`src/hdl/ttrad_pkg.sv`:
```
// Package: shared types, codes and reset values for the teletext row attribute decoder.
`timescale 1ns / 1ps
`default_nettype none

package ttrad_pkg;

  // Byte range of the attribute control codes.
  localparam logic [7:0] CTRL_LO = 8'h80;
  localparam logic [7:0] CTRL_HI = 8'h9F;

  // Control codes that act on their own.
  localparam logic [7:0] CODE_FLASH      = 8'h88;
  localparam logic [7:0] CODE_STEADY     = 8'h89;
  localparam logic [7:0] CODE_CONTIGUOUS = 8'h99;
  localparam logic [7:0] CODE_SEPARATED  = 8'h9A;
  localparam logic [7:0] CODE_BLACK_BG   = 8'h9C;
  localparam logic [7:0] CODE_NEW_BG     = 8'h9D;
  localparam logic [7:0] CODE_HOLD       = 8'h9E;
  localparam logic [7:0] CODE_RELEASE    = 8'h9F;

  // Codes 0x40-0x5F stay text in mosaic mode.
  localparam logic [7:0] BLAST_LO = 8'h40;
  localparam logic [7:0] BLAST_HI = 8'h5F;

  localparam logic [7:0] CHAR_SPACE = 8'h20;

  localparam logic [2:0] COLOUR_BLACK = 3'd0;
  localparam logic [2:0] COLOUR_WHITE = 3'd7;

  // Serial attribute state carried from cell to cell.
  typedef struct packed {
    logic [2:0] next_fg;
    logic [2:0] next_bg;
    logic       mosaic_mode;
    logic       sep_mode;
    logic       hold_mode;
    logic [7:0] held_char;
    logic       flash_mode;
  } attr_state_t;

  // One decoded cell.
  typedef struct packed {
    logic [2:0] fg_colour;
    logic [2:0] bg_colour;
    logic       mosaic_glyph;
    logic       separated;
    logic       flash_on;
    logic [7:0] shown_code;
  } cell_result_t;

  localparam attr_state_t ROW_RESET_STATE = '{
    next_fg:     COLOUR_WHITE,
    next_bg:     COLOUR_BLACK,
    mosaic_mode: 1'b0,
    sep_mode:    1'b0,
    hold_mode:   1'b0,
    held_char:   CHAR_SPACE,
    flash_mode:  1'b0
  };

endpackage

`default_nettype wire

```
`src/hdl/ttrad_decode.sv`:
```
// Combinational decode of one cell byte against the current serial attribute state.
`timescale 1ns / 1ps
`default_nettype none

module ttrad_decode (
  input  wire logic [7:0]             char_code,
  input  wire logic                   row_start,
  input  wire logic                   black_fg_enable,
  input  wire ttrad_pkg::attr_state_t cur_state,
  output ttrad_pkg::attr_state_t      nxt_state,
  output ttrad_pkg::cell_result_t     result
);

  ttrad_pkg::attr_state_t st;
  ttrad_pkg::attr_state_t upd;
  logic                   is_ctrl;
  logic                   flash_after;
  logic                   release_after;
  logic [2:0]             fg;
  logic [2:0]             bg;
  logic [7:0]             shown;
  logic                   glyph;

  always_comb begin
    // A row start clears the attributes before this cell is decoded.
    st            = row_start ? ttrad_pkg::ROW_RESET_STATE : cur_state;
    upd           = st;
    fg            = st.next_fg;
    bg            = st.next_bg;
    flash_after   = 1'b0;
    release_after = 1'b0;
    is_ctrl       = (char_code >= ttrad_pkg::CTRL_LO) && (char_code <= ttrad_pkg::CTRL_HI);

    // Attribute controls: colour selects act on the next cell, mode on this one.
    if (is_ctrl) begin
      if (!char_code[3]) begin
        if ((char_code[2:0] != ttrad_pkg::COLOUR_BLACK) || black_fg_enable) begin
          upd.next_fg = char_code[2:0];
        end
        upd.mosaic_mode = char_code[4];
      end else begin
        unique case (char_code)
          ttrad_pkg::CODE_FLASH:      flash_after = 1'b1;
          ttrad_pkg::CODE_STEADY:     upd.flash_mode = 1'b0;
          ttrad_pkg::CODE_CONTIGUOUS: upd.sep_mode = 1'b0;
          ttrad_pkg::CODE_SEPARATED:  upd.sep_mode = 1'b1;
          ttrad_pkg::CODE_BLACK_BG: begin
            bg          = ttrad_pkg::COLOUR_BLACK;
            upd.next_bg = ttrad_pkg::COLOUR_BLACK;
          end
          ttrad_pkg::CODE_NEW_BG: begin
            bg          = fg;
            upd.next_bg = fg;
          end
          ttrad_pkg::CODE_HOLD:       upd.hold_mode = 1'b1;
          ttrad_pkg::CODE_RELEASE:    release_after = 1'b1;
          default: ;
        endcase
      end
      shown = upd.hold_mode ? upd.held_char : ttrad_pkg::CHAR_SPACE;
    end else begin
      shown = char_code;
    end

    // Mosaic cells, except the blast-through range, feed the held character while hold is on.
    glyph = 1'b0;
    if (upd.mosaic_mode && ((shown < ttrad_pkg::BLAST_LO) || (shown > ttrad_pkg::BLAST_HI))) begin
      glyph = 1'b1;
      if (upd.hold_mode) begin
        upd.held_char = shown;
      end
    end

    result.fg_colour    = fg;
    result.bg_colour    = bg;
    result.mosaic_glyph = glyph;
    result.separated    = upd.sep_mode;
    result.flash_on     = upd.flash_mode;
    result.shown_code   = shown;

    // Set-after attributes take effect once this cell has been shown.
    nxt_state = upd;
    if (flash_after) begin
      nxt_state.flash_mode = 1'b1;
    end
    if (release_after) begin
      nxt_state.hold_mode = 1'b0;
    end
  end

endmodule

`default_nettype wire

```
`src/hdl/teletext_row_attribute_decoder_core.sv`:
```
// Top level: input register, attribute state, decode and result register.
//
//  channel | ports                                         | direction
//  --------+-----------------------------------------------+----------
//  in      | in_valid, in_stall, in_char_code, in_row_start | request in
//  out     | out_valid, out_stall, out_* cell fields        | request out
//  cfg     | cfg_valid, cfg_ready, cfg_black_fg_enable      | write in
//
// One request is accepted every cycle while the output side keeps taking results.
// An accepted request waits in the input register while the decode path feeds the result
// register, which then presents the result on the out ports until it is taken.
// A stall on the output holds both registers; in_stall then rises once the input
// register is full. Reset (synchronous, rst_n low) empties both stages, restores the
// row attribute state and clears black_fg_enable. cfg_ready is always high.
`timescale 1ns / 1ps
`default_nettype none

module teletext_row_attribute_decoder_core (
  input  wire logic       clk,
  input  wire logic       rst_n,
  input  wire logic       in_valid,
  output logic            in_stall,
  input  wire logic [7:0] in_char_code,
  input  wire logic       in_row_start,
  output logic            out_valid,
  input  wire logic       out_stall,
  output logic [2:0]      out_fg_colour,
  output logic [2:0]      out_bg_colour,
  output logic            out_mosaic_glyph,
  output logic            out_separated,
  output logic            out_flash_on,
  output logic [7:0]      out_shown_code,
  input  wire logic       cfg_valid,
  output logic            cfg_ready,
  input  wire logic       cfg_black_fg_enable
);

  logic                    in_valid_r;
  logic [7:0]              char_code_r;
  logic                    row_start_r;
  logic                    out_valid_r;
  logic                    black_fg_enable_r;
  ttrad_pkg::attr_state_t  state_r;
  ttrad_pkg::attr_state_t  state_nxt;
  ttrad_pkg::cell_result_t result_r;
  ttrad_pkg::cell_result_t result_nxt;
  logic                    advance;
  logic                    in_take;

  // Pipeline flow: the decode stage moves when the result register is empty or its result is taken.
  assign advance   = in_valid_r && (!out_valid_r || !out_stall);
  assign in_stall  = in_valid_r && !advance;
  assign in_take   = in_valid && !in_stall;
  assign cfg_ready = 1'b1;

  ttrad_decode u_decode (
    .char_code       (char_code_r),
    .row_start       (row_start_r),
    .black_fg_enable (black_fg_enable_r),
    .cur_state       (state_r),
    .nxt_state       (state_nxt),
    .result          (result_nxt)
  );

  // Control state, attribute state and configuration.
  always_ff @(posedge clk) begin
    if (!rst_n) begin
      in_valid_r        <= 1'b0;
      out_valid_r       <= 1'b0;
      black_fg_enable_r <= 1'b0;
      state_r           <= ttrad_pkg::ROW_RESET_STATE;
    end else begin
      if (in_take) begin
        in_valid_r <= 1'b1;
      end else if (advance) begin
        in_valid_r <= 1'b0;
      end
      if (advance) begin
        out_valid_r <= 1'b1;
        state_r     <= state_nxt;
      end else if (!out_stall) begin
        out_valid_r <= 1'b0;
      end
      if (cfg_valid && cfg_ready) begin
        black_fg_enable_r <= cfg_black_fg_enable;
      end
    end
  end

  // Payload registers.
  always_ff @(posedge clk) begin
    if (in_take) begin
      char_code_r <= in_char_code;
      row_start_r <= in_row_start;
    end
    if (advance) begin
      result_r <= result_nxt;
    end
  end

  assign out_valid        = out_valid_r;
  assign out_fg_colour    = result_r.fg_colour;
  assign out_bg_colour    = result_r.bg_colour;
  assign out_mosaic_glyph = result_r.mosaic_glyph;
  assign out_separated    = result_r.separated;
  assign out_flash_on     = result_r.flash_on;
  assign out_shown_code   = result_r.shown_code;

endmodule

`default_nettype wire

```
`config.mk`:
```
export PLATFORM = sky130hd
export DESIGN_NAME = teletext_row_attribute_decoder_core
export DESIGN_NICKNAME = d
export VERILOG_FILES = /design/src/hdl/ttrad_pkg.sv /design/src/hdl/ttrad_decode.sv /design/src/hdl/teletext_row_attribute_decoder_core.sv
export SDC_FILE = /design/constraint.sdc
export NUM_CORES = 1
export LEC_CHECK = 0
export BUFFER_PORTS_ARGS = -buffer_cell sky130_fd_sc_hd__buf_2
export CAP_MARGIN = 20
export CORE_MARGIN = 4
export CORE_UTILIZATION = 45
export DETAILED_ROUTE_END_ITERATION = 7
export HOLD_SLACK_MARGIN = 0.05
export PLACE_DENSITY = 0.7
export SETUP_SLACK_MARGIN = 0.1
export SLEW_MARGIN = 30
export SYNTH_ARGS = -nofsm -noshare
export SYNTH_HDL_FRONTEND = slang
export SYNTH_SLANG_ARGS = --single-unit
```
`constraint.sdc`:
```
create_clock -name clk -period 3.5 [get_ports clk]
set_clock_uncertainty 0.15 [all_clocks]
set_input_delay 0.35 -clock clk [delete_from_list [all_inputs] [get_ports clk]]
set_output_delay 0.35 -clock clk [all_outputs]
set_load 0.01 [all_outputs]
```
==> results.ini, run 1 <==
[run_status]
outcome = complete, no violations

[sta]
rsz0062_at_grt = no
tightest_slew_ns = 0.711
drv_slew = 0
fin_ws_ns = 0.957
fin_crit_sh = 0.727
fin_crit_ns = 2.54
fmax_ghz = 0.393
setup_viol = 0
relSlewSlack = 0.525
setup_tns_ns = 0
hold_violations = 0

[final_layout]
drive_above_1_share = 0.234
multiInputGateArea_um2 = 798
regArea_um2 = 1200
layout_common_cells = buf_2 (33), edfxtp_1 (26), dfxtp_1 (21), nand2_1 (19), a21oi_1 (12)
nets = 236
nFillCells = 406
final_common_cell = buf_2
syn2layout_area_growth_pct = 13.0
diodes = 0

[grt]
antenna_found_initial = 0
grt_most_used_layer = met2
met3_usage = 0.0355
grt_overflow = 0
use_met2 = 0.225
grt_max_degree = 29
grt_pass1_vias = 1400
grt_use_total = 0.140
use_met1 = 0.181
grt_pass1_wl_um = 6560

[floorplanning]
rows = 24
die_h_um = 76.3
start_util = 0.472
core-area_um2 = 4440
io_pins = 35
die_x_um = 76.3
die-area_um2 = 5820

[run]
cap_violations = 0

[worst_setup_path]
path_cells = inv_1, a311o_1, o21a_1, o31ai_2, o221ai_1
reg2reg_to = state_r[3]
reg2reg_depth = 5
crit_fanout = 16
crit_buf_inv = 1
r2r-start = row_start_r
critPathKind = register to register
arrival_ns = 2.56
rrSetupSlack_ns = 0.96
critPathMaxStageDelay_ns = 0.65
crit_slowest_cell = edfxtp_1
crit_required_ns = 3.51
crit_family = compound AO/OA/AOI/OAI gates
endpoint_kind = register
critPathLaunchType = register

[power_and_ir_drop]
p_int_w = 0.000768
power_density_nw_per_um2 = 424
leakage_nw = 0.846
ir_drop_v = 0.000258
swShare = 0.237
switchingPower_w = 0.000239
seqPwrFrac = 0.614
comb_power_share = 0.072
p_clk_frac = 0.315

[detailed_routing]
routed_via_density = 5.64
via_count = 1544
wl_um = 3920
wl_per_cell_um = 14.3
first_pass_iters = 4
drtIter0Drc = 142
ant_nets = 0
drc = 0

[synth]
ys_ff_latch = 47
postSynthCellCount = 191
syn-cell-area_um2 = 2100
synth-warning-count = 0
async_reset_ff_frac = 0
avgSynthCellArea_um2 = 11.0
synth_top_cells_by_area = edfxtp_1 (37%), dfxtp_1 (20%), nand2_1 (3.4%)
syn_nets = 206
synth_edf_count = 26
ys.flop_type = edfxtp_1
synth.largest_area_cell = edfxtp_1
seq_area_frac_synth = 0.572
yosysUniqueCellTypes = 44
synth_top_area_frac = 0.372

[min_path]
min_from = in_char_code[1]
hold_path.class = primary input to register
min_path_cells = 1
whs_endpoint = char_code_r[1]

[placement]
gp_congestion = 0.875
dp_slack_ns = 1.00
hpwl_um = 2690
io_buffer_count = 33

[clocking]
cts_tree = yes
clockBufferDepth = 2
post_cts_buffers = 0
clk_root_buffer_cell = clkbuf_8
clock-sinks = 47
clkTransAtPathRegs_ns = 0.09
cts_buffers = 5
clkLatencyLatePin_ns = 0.30
hold_buffers = 0
htree_num_levels = 2
cts_resized = 0

-- logic make-up (layout without fill, tap and decap cells) --
logic type / count (synthesis) / after routing / synth area share
simple gates: 65 / 65 / 0.183
compound gates: 52 / 52 / 0.179
flops: 47 / 47 / 0.572
buf+inv: 23 / 54 / 0.0489
mux: 3 / 3 / 0.0149
other cells: 1 / 1 / 0.00179
-- stage by stage --
| step | instances | utilization | cell area (um2) | total power, W | hold slack (ns) |
|---|---|---|---|---|---|
| finish | 274 | 0.534 | 2370 | 0.00101 | 0.0742 |
| CTS | 274 | 0.534 | 2370 | 0.00102 | 0.0627 |
| floorplan | 191 | - | 2100 | 0.000675 | 0.290 |
| global placement | 266 | 0.514 | 2280 | 0.000702 | 0.297 |
| global route | 274 | 0.534 | 2370 | 0.00106 | 0.0595 |
| detailed placement | 266 | 0.514 | 2280 | 0.000703 | 0.306 |
-- state kept, by name (all words and copies together) (netlist names), 3 cells and up --
| name | count |
|---|---|
| out_shown_code | 8 |
| char_code_r | 8 |
| out_bg_colour | 3 |
| state_r | 18 |
| out_fg_colour | 3 |
-- power groups by stage --
stage | logic (W) | registers, W | clock network, W
after floorplan | 0.0000499 | 0.000626 | 0
after global placement | 0.0000718 | 0.000630 | 0
after detailed placement | 0.0000723 | 0.000631 | 0
after CTS | 0.0000726 | 0.000618 | 0.000328
after global routing | 0.0000807 | 0.000620 | 0.000358
final | 0.0000720 | 0.000618 | 0.000317
-- worst register-to-register path, delay by kind of cell, from the launching register on --
kind	cells	cell delay (ns)
AOI/OAI and AO/OA	4	1.41
buffers and inverters	1	0.20
DFF	1	0.65
-- layer usage --
layer	wire length (um)	vias up	share of wire
li1	-	780	-
met3	208	5	0.053
met5	0	-	0
met2	1830	46	0.47
met1	1810	713	0.46
met4	69	0	0.018
-- worst max-delay path by stage --
stage / from / end / slack (ns) / cells past startpoint
finish: row_start_r / state_r[3] / 0.96 / 5
global placement: char_code_r[6] / state_r[3] / 1.03 / 4
CTS: row_start_r / state_r[3] / 0.95 / 5
global route: row_start_r / state_r[3] / 0.76 / 5
detailed placement: row_start_r / state_r[3] / 1.00 / 5
floorplan: char_code_r[6] / state_r[6] / 1.31 / 6
-- cell type report --
class | count | share of cell area
clock buffers | 5 | 0.0290
repair buffers | 34 | 0.0728
flip-flops and latches | 47 | 0.507
multi-input cells | 121 | 0.337
inverters | 12 | 0.0190
clock inverters | 3 | 0.00844
well taps | 52 | 0.0274
-- synthesized netlist by cell type, types with 2 or more instances --
library cell / number
clkbuf_1: 5
edfxtp_1: 26
nand2_1: 19
nor2b_1: 11
nor2_1: 3
and3_1: 4
o211ai_1: 2
o21ai_0: 7
o21a_1: 3
nor3_1: 2
o221ai_1: 6
nand2b_1: 2
a21boi_0: 3
dfxtp_1: 21
a22oi_1: 7
mux2i_1: 2
or4_1: 8
a32o_1: 3
or2_2: 3
a21boi_1: 2
nand4_1: 4
inv_1: 11
and4_1: 2
nand3_1: 2
buf_2: 3
a21oi_1: 12
No activity file was read; power rests on OpenSTA's default activity.
==> run 2: changes to the inputs <==
--- a/config.mk
+++ b/config.mk
@@ -11,7 +11,7 @@
 export CORE_UTILIZATION = 45
 export DETAILED_ROUTE_END_ITERATION = 7
 export HOLD_SLACK_MARGIN = 0.05
-export PLACE_DENSITY = 0.7
+export PLACE_DENSITY = 0.73
 export SETUP_SLACK_MARGIN = 0.1
 export SLEW_MARGIN = 30
 export SYNTH_ARGS = -nofsm -noshare
==> constraint.sdc (replaced) <==
create_clock -name clk -period 2.3 [get_ports clk]
set_clock_uncertainty 0.15 [all_clocks]
set_input_delay 0.23 -clock clk [delete_from_list [all_inputs] [get_ports clk]]
set_output_delay 0.23 -clock clk [all_outputs]
set_load 0.01 [all_outputs]
==> results.ini, run 2 (synthesis results as in run 1) <==
[sta]
rsz0062_at_grt = yes  ; was no
tightest_slew_ns = 0.503  ; was 0.711 ns
setup_viol = 0  ; unchanged
setup_tns_ns = 0  ; unchanged
drv_slew = 0  ; unchanged
hold_violations = 0  ; unchanged
fin_crit_ns = 2.17  ; was 2.54 ns
fmax_ghz = 0.460  ; was 0.393 GHz
fin_crit_sh = 0.945  ; was 0.727
fin_hold_ws_ns = 0.0598  ; was 0.0742 ns
relSlewSlack = 0.663  ; was 0.525

[grt]
grt_pass1_vias = 1599  ; was 1400
grt_use_total = 0.159  ; was 0.140
grt_max_degree = 16  ; was 29
grt_overflow = 0  ; unchanged
met3_usage = 0.0284  ; was 0.0355
antenna_found_initial = 0  ; unchanged
grt_most_used_layer = met2  ; unchanged
use_met2 = 0.257  ; was 0.225
grt_pass1_wl_um = 7580  ; was 6560 um
use_met1 = 0.213  ; was 0.181

[power_and_ir_drop]
leakage_nw = 0.984  ; was 0.846 nW
power_density_nw_per_um2 = 603  ; was 424 nW/um2
total_power_w = 0.00160  ; was 0.00101 W
ir_drop_v = 0.000394  ; was 0.000258 V
p_clk_frac = 0.316  ; was 0.315
comb_power_share = 0.106  ; was 0.072
swShare = 0.232  ; was 0.237
p_int_w = 0.00123  ; was 0.000768 W
switchingPower_w = 0.000370  ; was 0.000239 W
seqPwrFrac = 0.578  ; was 0.614

[worst_setup_path]
critPathLaunchType = register  ; unchanged
arrival_ns = 2.24  ; was 2.56 ns
crit_buf_inv = 0  ; was 1
endpoint_kind = register  ; unchanged
path_cells = or3b_4, o41a_1, or4_1, o221ai_1  ; was inv_1, a311o_1, o21a_1, o31ai_2, o221ai_1
crit_slowest_cell = o41a_1  ; was edfxtp_1
r2r-start = char_code_r[7]  ; was row_start_r
cp-startpoint = char_code_r[7]  ; was row_start_r
crit_family = simple AND/OR/NAND/NOR gates  ; was compound AO/OA/AOI/OAI gates
crit_required_ns = 2.37  ; was 3.51 ns
critPathKind = register to register  ; unchanged
critPathMaxStageDelay_ns = 0.54  ; was 0.65 ns
crit_fanout = 6  ; was 16

[clocking]
cts_tree = yes  ; unchanged
htree_num_levels = 2  ; unchanged
clk_root_buffer_cell = clkbuf_8  ; unchanged
cts_buffers = 5  ; unchanged
clockBufferDepth = 2  ; unchanged
clkLatencyLatePin_ns = 0.30  ; about the same
clkTransAtPathRegs_ns = 0.08  ; was 0.09 ns
clock-sinks = 47  ; unchanged

[final_layout]
largest_register_ff_count = 18  ; unchanged
multiInputGateArea_um2 = 836  ; was 798 um2
diodes = 0  ; unchanged
regArea_um2 = 1200  ; unchanged
nets = 265  ; was 236
drive_above_1_share = 0.291  ; was 0.234
top_register = state_r  ; unchanged
final_common_cell = buf_2  ; unchanged
syn2layout_area_growth_pct = 26.4  ; was 13.0%
layout_common_cells = buf_2 (33), edfxtp_1 (26), dfxtp_1 (21), nand2_1 (19), buf_4 (18)  ; was buf_2 (33), edfxtp_1 (26), dfxtp_1 (21), nand2_1 (19), a21oi_1 (12)
nFillCells = 379  ; was 406

[detailed_routing]
wl_per_cell_um = 14.5  ; was 14.3 um
routed_via_density = 5.63  ; was 5.64
wl_um = 4400  ; was 3920 um
ant_nets = 0  ; unchanged
first_pass_iters = 5  ; was 4
drc = 0  ; unchanged
drtIter0Drc = 78  ; was 142
via_count = 1706  ; was 1544

[run]
cap_violations = 0  ; unchanged

[floorplanning]
rows = 24  ; unchanged
io_pins = 35  ; unchanged
die_h_um = 76.3  ; unchanged
core-area_um2 = 4440  ; unchanged
die_x_um = 76.3  ; unchanged
start_util = 0.472  ; unchanged
die-area_um2 = 5820  ; unchanged

[run_status]
outcome = complete, no violations  ; unchanged

[placement]
gp_congestion = 0.836  ; was 0.875
hpwl_um = 2890  ; was 2690 um
io_buffer_count = 33  ; unchanged

[min_path]
hold_path.class = primary input to register  ; unchanged
min_from = cfg_valid  ; was in_char_code[1]

-- run 2: power by group through the flow --
stage | Combinational, W | Sequential (W) | Clock (W)
2_1_floorplan | 0.0000759 | 0.000952 | 0
3_3_place_gp | 0.000145 | 0.000942 | 0
3_5_place_dp | 0.000147 | 0.000943 | 0
4_1_cts | 0.000164 | 0.000924 | 0.000519
5_1_grt | 0.000186 | 0.000928 | 0.000547
6_report | 0.000169 | 0.000924 | 0.000505
-- run 2: per-layer routing --
metal,vias up,wire length (um)
met3,10,161
met2,46,2120
met5,-,0
met4,0,69
met1,804,2050
li1,846,-
-- run 2: worst min-delay path: stages --
cell and delay [ns]:
buf_2 0.09, mux2i_1 0.06, nor2b_1 0.10
-- run 2: worst paths after layout --
path,slack [ns],end,depth (start not counted)
max reg2reg,0.13,state_r[2],4
min,0.06,black_fg_enable_r,3
min reg2reg,0.31,state_r[14],2
max,0.13,state_r[2],4
-- run 2: layout make-up --
class                      instances  area share
tap                               52      0.0245
timing repair buffer              62       0.155
clock inverter                     2     0.00425
inverter                          12      0.0170
clock buffer                       6      0.0311
multi-input combinational        122       0.315
sequential                        47       0.453
-- run 2: repair_timing --
| action | 4_1_cts | 5_1_grt |
|---|---|---|
| pin swaps | 0 | 8 |
| endpoints found under the hold margin | 11 | 0 |
| hold buffers | 11 | 0 |
| cloned | 0 | 1 |
| setup endpoints to repair | 6 | 8 |
| gates resized for setup | 1 | 6 |
| buffers inserted | 1 | 0 |
-- run 2: through the flow --
stage	util	area, um2	setup slack (ns)	instances
2_1_floorplan	-	2100	0.105	191
4_1_cts	0.590	2620	0.102	302
3_5_place_dp	0.541	2400	-0.000391	282
3_3_place_gp	0.541	2400	0.0421	282
5_1_grt	0.597	2650	0.0318	303
6_report	0.597	2650	0.127	303
